[config.mk]
export PLATFORM = sky130hd
export DESIGN_NAME = windowed_throughput_meter
export DESIGN_NICKNAME = d
export VERILOG_FILES = /design/src/hdl/wtm_pkg.sv /design/src/hdl/windowed_throughput_meter.sv
export VERILOG_INCLUDE_DIRS = /design/src /design/src/hdl
export SDC_FILE = /design/constraint.sdc
export NUM_CORES = 1
export LEC_CHECK = 0
export ABC_AREA = 1
export BUFFER_PORTS_ARGS = -buffer_cell sky130_fd_sc_hd__buf_2
export CAP_MARGIN = 20
export CORE_AREA = 2 2 308 310
export DETAILED_ROUTE_END_ITERATION = 8
export DIE_AREA = 0 0 310 312
export PLACE_DENSITY = 0.62
export SYNTH_ARGS = -nofsm -noshare
export SYNTH_HDL_FRONTEND = slang
export SYNTH_SLANG_ARGS = --single-unit
[constraint.sdc]
create_clock -name aclk -period 8.6 [get_ports aclk]
set_clock_uncertainty 0.15 [all_clocks]
set_input_delay 0.43 -clock aclk [delete_from_list [all_inputs] [get_ports aclk]]
set_output_delay 0.43 -clock aclk [all_outputs]
set_load 0.02 [all_outputs]
[src/hdl/windowed_throughput_meter_assert.svh]
// Assertion macros shared by the throughput meter RTL.
`ifndef WINDOWED_THROUGHPUT_METER_ASSERT_SVH
`define WINDOWED_THROUGHPUT_METER_ASSERT_SVH

// Same-cycle implication, checked outside reset.
`define WTM_ASSERT_NOW(label, ante, cons, msg) \
    label: assert property (@(posedge aclk) disable iff (!aresetn) (ante) |-> (cons)) \
        else $error(msg);

// Next-cycle implication, checked outside reset.
`define WTM_ASSERT_NEXT(label, ante, cons, msg) \
    label: assert property (@(posedge aclk) disable iff (!aresetn) (ante) |=> (cons)) \
        else $error(msg);

`endif

[src/hdl/wtm_pkg.sv]
// Constants for the windowed throughput meter.
`timescale 1ns / 1ps

package wtm_pkg;

    localparam int SAMPLE_W           = 32;
    localparam int INTERVAL_W         = 16;
    localparam int RATE_W             = 46;
    localparam int SCALED_W           = 20;
    localparam int UNIT_W             = 3;
    localparam int UNIT_SHIFT         = 10;
    localparam int RING_SLOTS_DEFAULT = 16;
    localparam int TOP_UNIT_DEFAULT   = 4;

    localparam logic [INTERVAL_W-1:0] INTERVAL_RESET = 16'd1000;

endpackage

[src/hdl/windowed_throughput_meter.sv]
// Sliding-window average throughput meter with a serial restoring divider.
`timescale 1ns / 1ps
`include "windowed_throughput_meter_assert.svh"

// Channel   Direction  Payload (lowest bits first)
// s_        in         sample_bytes[31:0]
// m_        out        window_count, rate_bytes_per_s[45:0], scaled_rate[19:0], unit_index[2:0]
// cfg_      in         interval_ms[15:0]
//
// From acceptance an item passes ADJ, MUL1, MUL2, the divider (DIV), the unit scaling
// (SCALE) and DONE before its result is registered on m_; s_tready returns only once
// the block is back in IDLE, so no new item is taken while one is in flight. The
// restoring divider takes one quotient bit a cycle.
// Reset (aresetn low, synchronous) empties the window and sets interval_ms to 1000.
// The next item is taken while a result still waits on m_; the finished result
// then holds inside the block until the output register frees up.
module windowed_throughput_meter #(
    parameter int RING_SLOTS = wtm_pkg::RING_SLOTS_DEFAULT,
    parameter int TOP_UNIT   = wtm_pkg::TOP_UNIT_DEFAULT,
    parameter int CNT_W      = $clog2(RING_SLOTS),
    parameter int TDATA_W    = ((CNT_W + wtm_pkg::RATE_W + wtm_pkg::SCALED_W
                                 + wtm_pkg::UNIT_W + 7) / 8) * 8
) (
    input  logic                            aclk,
    input  logic                            aresetn,
    // sample_bytes[31:0]
    input  logic [wtm_pkg::SAMPLE_W-1:0]    s_tdata,
    input  logic                            s_tvalid,
    output logic                            s_tready,
    // window_count, rate_bytes_per_s, scaled_rate, unit_index, zero fill
    output logic [TDATA_W-1:0]              m_tdata,
    output logic                            m_tvalid,
    input  logic                            m_tready,
    // interval_ms[15:0]
    input  logic [wtm_pkg::INTERVAL_W-1:0]  cfg_data,
    input  logic                            cfg_valid,
    output logic                            cfg_ready
);
    import wtm_pkg::*;

    localparam int PTR_W  = $clog2(RING_SLOTS);
    localparam int SUM_W  = SAMPLE_W + $clog2(RING_SLOTS);
    localparam int NUM_W  = SUM_W + 10;                 // sum * 1000
    localparam int QW     = (SUM_W + 20 > RATE_W + UNIT_SHIFT) ? SUM_W + 20
                                                           : RATE_W + UNIT_SHIFT;
    localparam int DEN_W  = CNT_W + INTERVAL_W;
    localparam int ITER_W = $clog2(QW + 1);

    localparam logic [2:0] ST_IDLE  = 3'd0;
    localparam logic [2:0] ST_ADJ   = 3'd1;
    localparam logic [2:0] ST_MUL1  = 3'd2;
    localparam logic [2:0] ST_MUL2  = 3'd3;
    localparam logic [2:0] ST_DIV   = 3'd4;
    localparam logic [2:0] ST_SCALE = 3'd5;
    localparam logic [2:0] ST_DONE  = 3'd6;

    // Sample ring: written at the newest slot, read at the oldest slot.
    logic [SAMPLE_W-1:0] ring_mem [RING_SLOTS];
    logic [SAMPLE_W-1:0] oldest_data_reg;

    logic [2:0]            state_reg, state_next;
    logic [PTR_W-1:0]      newest_reg, newest_next;
    logic [PTR_W-1:0]      oldest_reg, oldest_next;
    logic [SUM_W-1:0]      sum_reg, sum_next;
    logic [CNT_W-1:0]      count_reg, count_next;
    logic [INTERVAL_W-1:0] interval_reg, interval_next;
    logic                  full_reg, full_next;
    logic [NUM_W-1:0]      num_reg, num_next;
    logic [DEN_W-1:0]      den_reg, den_next;
    logic [DEN_W:0]        rem_reg, rem_next;
    logic [QW-1:0]         quo_reg, quo_next;
    logic [QW-1:0]         sc_reg, sc_next;
    logic [ITER_W-1:0]     iter_reg, iter_next;
    logic [UNIT_W-1:0]     unit_reg, unit_next;

    logic                  m_tvalid_reg, m_tvalid_next;
    logic [TDATA_W-1:0]    m_tdata_reg, m_tdata_next;

    logic                  s_accept;
    logic                  out_free;
    logic [INTERVAL_W-1:0] iv_eff;
    logic [DEN_W:0]        rem_shift;
    logic                  rem_fits;
    logic [RATE_W-1:0]     rate_val;
    logic [SCALED_W-1:0]   scaled_val;
    logic                  sc_over;

    assign s_tready  = (state_reg == ST_IDLE);
    assign s_accept  = s_tvalid && s_tready;
    assign cfg_ready = 1'b1;
    assign out_free  = !m_tvalid_reg || m_tready;
    assign m_tvalid  = m_tvalid_reg;
    assign m_tdata   = m_tdata_reg;

    // Zero interval counts as one millisecond.
    assign iv_eff = (interval_reg == '0) ? INTERVAL_W'(1) : interval_reg;

    // Restoring divider step: shift in the next dividend bit, try the subtract.
    assign rem_shift = {rem_reg[DEN_W-1:0], quo_reg[QW-1]};
    assign rem_fits  = (rem_shift >= {1'b0, den_reg});

    // Rate is the quotient without its ten fraction bits, cut to 46 bits.
    assign rate_val   = quo_reg[UNIT_SHIFT +: RATE_W];
    assign sc_over    = (sc_reg[QW-1:SCALED_W] != '0);
    assign scaled_val = sc_over ? '1 : sc_reg[SCALED_W-1:0];

    always_ff @(posedge aclk) begin
        if (s_accept) begin
            ring_mem[newest_reg] <= s_tdata;
        end
        oldest_data_reg <= ring_mem[oldest_reg];
    end

    always_comb begin
        state_next    = state_reg;
        newest_next   = newest_reg;
        oldest_next   = oldest_reg;
        sum_next      = sum_reg;
        count_next    = count_reg;
        interval_next = interval_reg;
        full_next     = full_reg;
        num_next      = num_reg;
        den_next      = den_reg;
        rem_next      = rem_reg;
        quo_next      = quo_reg;
        sc_next       = sc_reg;
        iter_next     = iter_reg;
        unit_next     = unit_reg;
        m_tvalid_next = m_tvalid_reg;
        m_tdata_next  = m_tdata_reg;

        if (cfg_valid && cfg_ready) begin
            interval_next = cfg_data;
        end
        if (m_tvalid_reg && m_tready) begin
            m_tvalid_next = 1'b0;
        end

        case (state_reg)
            ST_IDLE: begin
                if (s_accept) begin
                    sum_next    = sum_reg + SUM_W'(s_tdata);
                    newest_next = (newest_reg == PTR_W'(RING_SLOTS - 1)) ? '0
                                                                         : newest_reg + 1'b1;
                    full_next   = (newest_next == oldest_reg);
                    state_next  = ST_ADJ;
                end
            end
            ST_ADJ: begin
                // Drop the oldest sample once the ring wraps, else grow the window.
                if (full_reg) begin
                    sum_next    = sum_reg - SUM_W'(oldest_data_reg);
                    oldest_next = (oldest_reg == PTR_W'(RING_SLOTS - 1)) ? '0
                                                                         : oldest_reg + 1'b1;
                end else begin
                    count_next = count_reg + 1'b1;
                end
                state_next = ST_MUL1;
            end
            ST_MUL1: begin
                // sum * 1000 = sum*1024 - sum*16 - sum*8
                num_next   = {sum_reg, 10'b0} - NUM_W'({sum_reg, 4'b0});
                den_next   = DEN_W'(count_reg) * DEN_W'(iv_eff);
                state_next = ST_MUL2;
            end
            ST_MUL2: begin
                num_next   = num_reg - NUM_W'({sum_reg, 3'b0});
                state_next = ST_DIV;
                rem_next   = '0;
                iter_next  = '0;
                // Dividend is sum * 1000 * 1024.
                quo_next   = QW'({num_next, 10'b0});
            end
            ST_DIV: begin
                rem_next  = rem_fits ? rem_shift - {1'b0, den_reg} : rem_shift;
                quo_next  = {quo_reg[QW-2:0], rem_fits};
                iter_next = iter_reg + 1'b1;
                if (iter_reg == ITER_W'(QW - 1)) begin
                    sc_next    = quo_next;
                    unit_next  = '0;
                    state_next = ST_SCALE;
                end
            end
            ST_SCALE: begin
                // Advance one unit of 1024 a cycle until it fits or the top unit.
                if (unit_reg < UNIT_W'(TOP_UNIT) && sc_over) begin
                    sc_next   = sc_reg >> UNIT_SHIFT;
                    unit_next = unit_reg + 1'b1;
                end else begin
                    state_next = ST_DONE;
                end
            end
            ST_DONE: begin
                if (out_free) begin
                    m_tdata_next  = TDATA_W'({unit_reg, scaled_val, rate_val, count_reg});
                    m_tvalid_next = 1'b1;
                    state_next    = ST_IDLE;
                end
            end
            default: begin
                state_next = ST_IDLE;
            end
        endcase
    end

    always_ff @(posedge aclk) begin
        if (!aresetn) begin
            state_reg    <= ST_IDLE;
            newest_reg   <= '0;
            oldest_reg   <= '0;
            sum_reg      <= '0;
            count_reg    <= '0;
            interval_reg <= INTERVAL_RESET;
            m_tvalid_reg <= 1'b0;
        end else begin
            state_reg    <= state_next;
            newest_reg   <= newest_next;
            oldest_reg   <= oldest_next;
            sum_reg      <= sum_next;
            count_reg    <= count_next;
            interval_reg <= interval_next;
            m_tvalid_reg <= m_tvalid_next;
        end
    end

    always_ff @(posedge aclk) begin
        full_reg    <= full_next;
        num_reg     <= num_next;
        den_reg     <= den_next;
        rem_reg     <= rem_next;
        quo_reg     <= quo_next;
        sc_reg      <= sc_next;
        iter_reg    <= iter_next;
        unit_reg    <= unit_next;
        m_tdata_reg <= m_tdata_next;
    end

    `WTM_ASSERT_NOW(a_rem_below_den, state_reg == ST_DIV, rem_reg < {1'b0, den_reg}, "divider remainder out of range")
    `WTM_ASSERT_NEXT(a_count_grows, state_reg == ST_ADJ && !full_reg, count_reg == $past(count_reg) + 1'b1, "window count did not grow")
    `WTM_ASSERT_NEXT(a_oldest_moves, state_reg == ST_ADJ && full_reg, oldest_reg != $past(oldest_reg), "oldest slot not dropped")
    `WTM_ASSERT_NOW(a_unit_fits, state_reg == ST_DONE && unit_reg < UNIT_W'(TOP_UNIT), !sc_over, "scaling stopped early")
    `WTM_ASSERT_NOW(a_count_nonzero, m_tvalid_reg, m_tdata_reg[CNT_W-1:0] != '0, "result with empty window")

endmodule

==> out/results.tsv <==
stage	metric	value	unit
timing	period utilization	0.482	
critical_path	WP data required	8.88	ns
critical_path	Worst path max stage delay	0.57	ns
synth	leading area contributor after synthesis	edfxtp_1	
clock_network	H-tree depth	3	
route	Via density	5.41	
placed_design	Final HPWL DP	80500	microns
timing	setup TNS	0	ns
run_status	outcome	finished, final reports clean	
synth	Post-Syn Area	46400	sq um
synth	Synth Register Bits	890	
synth	synth warn	0	
critical_path	WP buf/inv	2	
grt	first-pass GRT wire length	188000	microns
synth	Post-synth EDFFs	790	
synth	sequential area share after synthesis	0.554	
critical_path	Worst setup SP type	flip-flop	
power	Lkg Pwr	21.0	nW
grt	largest net degree at the start of global routing	192	
floorplanning	die width	310	microns
critical_path	Setup Crit Path Kind	reg2reg	
finish	most frequent cells in the layout	1101 x nand2_1, 790 x edfxtp_1, 657 x nor2_1, 556 x inv_1, 334 x o21ai_0	
synth	synth unique cells	60	
critical_path	Critical Path AT	4.43	ns
timing	fmax	241	MHz
clock_network	Clock Pin Slew Worst Setup and Hold Paths	0.07	ns
clock_network	CTS Buf Count	96	
synth	top post-synthesis cells by area	edfxtp_1 51%, nand2_1 8.9%, nor2_1 5.5%, inv_1 4.5%, dfxtp_1 4.3%	
critical_path	crit end category	flip-flop	
clock_network	clk buf depth	3	
grt	grt total ovfl	0	
finish	number of flip-flops under the largest register name	512	
clock_network	Sink Count	890	
timing	Final Critical Period	4.15	ns
timing	slew margin rel.	0.217	
finish	Final Instance Area	52000	sq um
job	Max-Cap Viols	0	
critical_path	CP max stage cell	fa_1	
route	post-route ant nets	0	
timing	final hold viol count	0	
timing	Max Slew Vio Count	0	
synth	Top FF cell, synth	edfxtp_1	
power	pwr dens	368	nW/um^2
route	final WL	121000	microns
floorplanning	# rows	112	
timing	actual slew at the worst max-slew pin	1.17	ns
placed_design	placed inst area	48300	sq um
timing	final hold slack	0.0395	ns
grt	initial antenna violation count	3	
clock_network	TritonCTS clock tree	done	
floorplanning	Starting Density	0.499	
critical_path	crit-path max FO	6	
synth	Synth Area per Inst	9.37	sq um
clock_network	clock root buffer	clkbuf_16	
timing	Setup-failing EPs final	0	
route	routed length per instance	18.8	microns
critical_path	worst-path cell chain	nor4_1 > nand4_1 > nand2_1 > nand2_1 > fa_1 > inv_1 > fa_1 > inv_1 > fa_1 > o21ai_0 > nand3_1 > nand4_1 > a21oi_1 > xnor2_1	
hold_path	Hold WC Path Type	in2reg	
power	power consumption	19.1	mW
finish	commonest non-fill, non-tap cell in the layout	nand2_1	
critical_path	Top Family by Delay on Critical Path	adder cells	
grt	GRT Util Overall	0.250	
critical_path	cell mode on critical path	fa_1	
route	Post-route DRC	0	
floorplanning	Die Ht	312	microns
synth	Async SR Flop Fraction	0	
clock_network	Clock Latency Late Sink	0.71	ns
timing	RSZ-0062 raised after global routing	no	
route	routed vias	34821	
floorplanning	die area	96700	sq um
placed_design	I/O Buffers	127	
floorplanning	CORE AREA	93000	sq um
synth	share of the synthesized area in the top cell type	0.511	
route	DRT iter0 DRCs	3086	
floorplanning	IO Count	136	
finish	share of cells above drive strength 1	0.0824	
synth	Cells after Synth	4954	
finish	Layout Nets	5341	
route	DRT Pass-1 Iters	6	
finish	area grow syn2layout	12.0	%
power	VDD IR-drop max	205	uV
grt	vias in the first global route	33150	
placed_design	routability cong.	0.957	
kinds of logic after synthesis:
group,after synthesis,synth area share
DFF,890,0.554
muxes,69,0.0154
buffers and inverters,748,0.0648
and+or+nand+nor,2218,0.197
other,2,0.000162
AOI/OAI and AO/OA,752,0.0965
xor gates and xnor gates,89,0.0168
adders and majority gates,186,0.0552
per-layer routing:
| metal | GRT usage | share of wire |
|---|---|---|
| met1 | 0.345 | 0.45 |
| met2 | 0.411 | 0.47 |
| met3 | 0.0330 | 0.052 |
| met5 | 0 | 0.00022 |
| met4 | 0.0740 | 0.028 |
where the power goes:
group / leakage [nW] / internal [mW] / switching (mW)
sequential: 7.99 / 5.84 / 0.573
combinational: 11.5 / 2.74 / 5.88
clock: 1.53 / 2.33 / 1.76
metrics by stage:
step                      utilization  worst slack [ns]  std cells
after floorplan                     -              3.30       4960
after global placement          0.519              4.56       6206
after detailed placement        0.519              4.46       6206
after CTS                       0.558              4.43       6438
after global routing            0.558              4.25       6439
final                           0.558              4.45       6439
worst paths after layout:
| check | from | to | slack [ns] | cells past startpoint |
|---|---|---|---|---|
| worst max-delay path | interval_reg[11] | den_reg[18] | 4.45 | 14 |
| worst min register to register | unit_reg[1] | m_tdata[71] | 0.31 | 0 |
| worst max register to register | interval_reg[11] | den_reg[18] | 4.45 | 14 |
| worst min-delay path | s_tdata[11] | ring_mem[3][11] | 0.04 | 1 |
synthesized netlist by cell type, drive strengths merged, types with 44 or more instances:
master	n
nor2	688
inv	572
ha	155
xor2	58
nand3	264
o21ai	358
dfxtp	100
a21oi	189
buf	79
clkbuf	93
mux2i	49
o221ai	48
edfxtp	790
o32ai	80
nor3	47
nand2	1109
nand4	44
cell type report:
cell class	instances	area, sq um
fillers	8408	41100
flip-flops and latches	890	25700
multi-input cells	3322	17900
clock buffers	123	2580
inverters	576	2170
well taps	1254	1570
repair buffers	216	1460
clock inverters	57	574
diodes	1	2.50
timing repair:
action,4_1_cts,5_1_grt
endpoints found under the hold margin,450,0
hold buffers,52,0
setup buffers,0,0
gates resized for setup,0,0
Note: power is estimated with default switching activity, not from simulation.
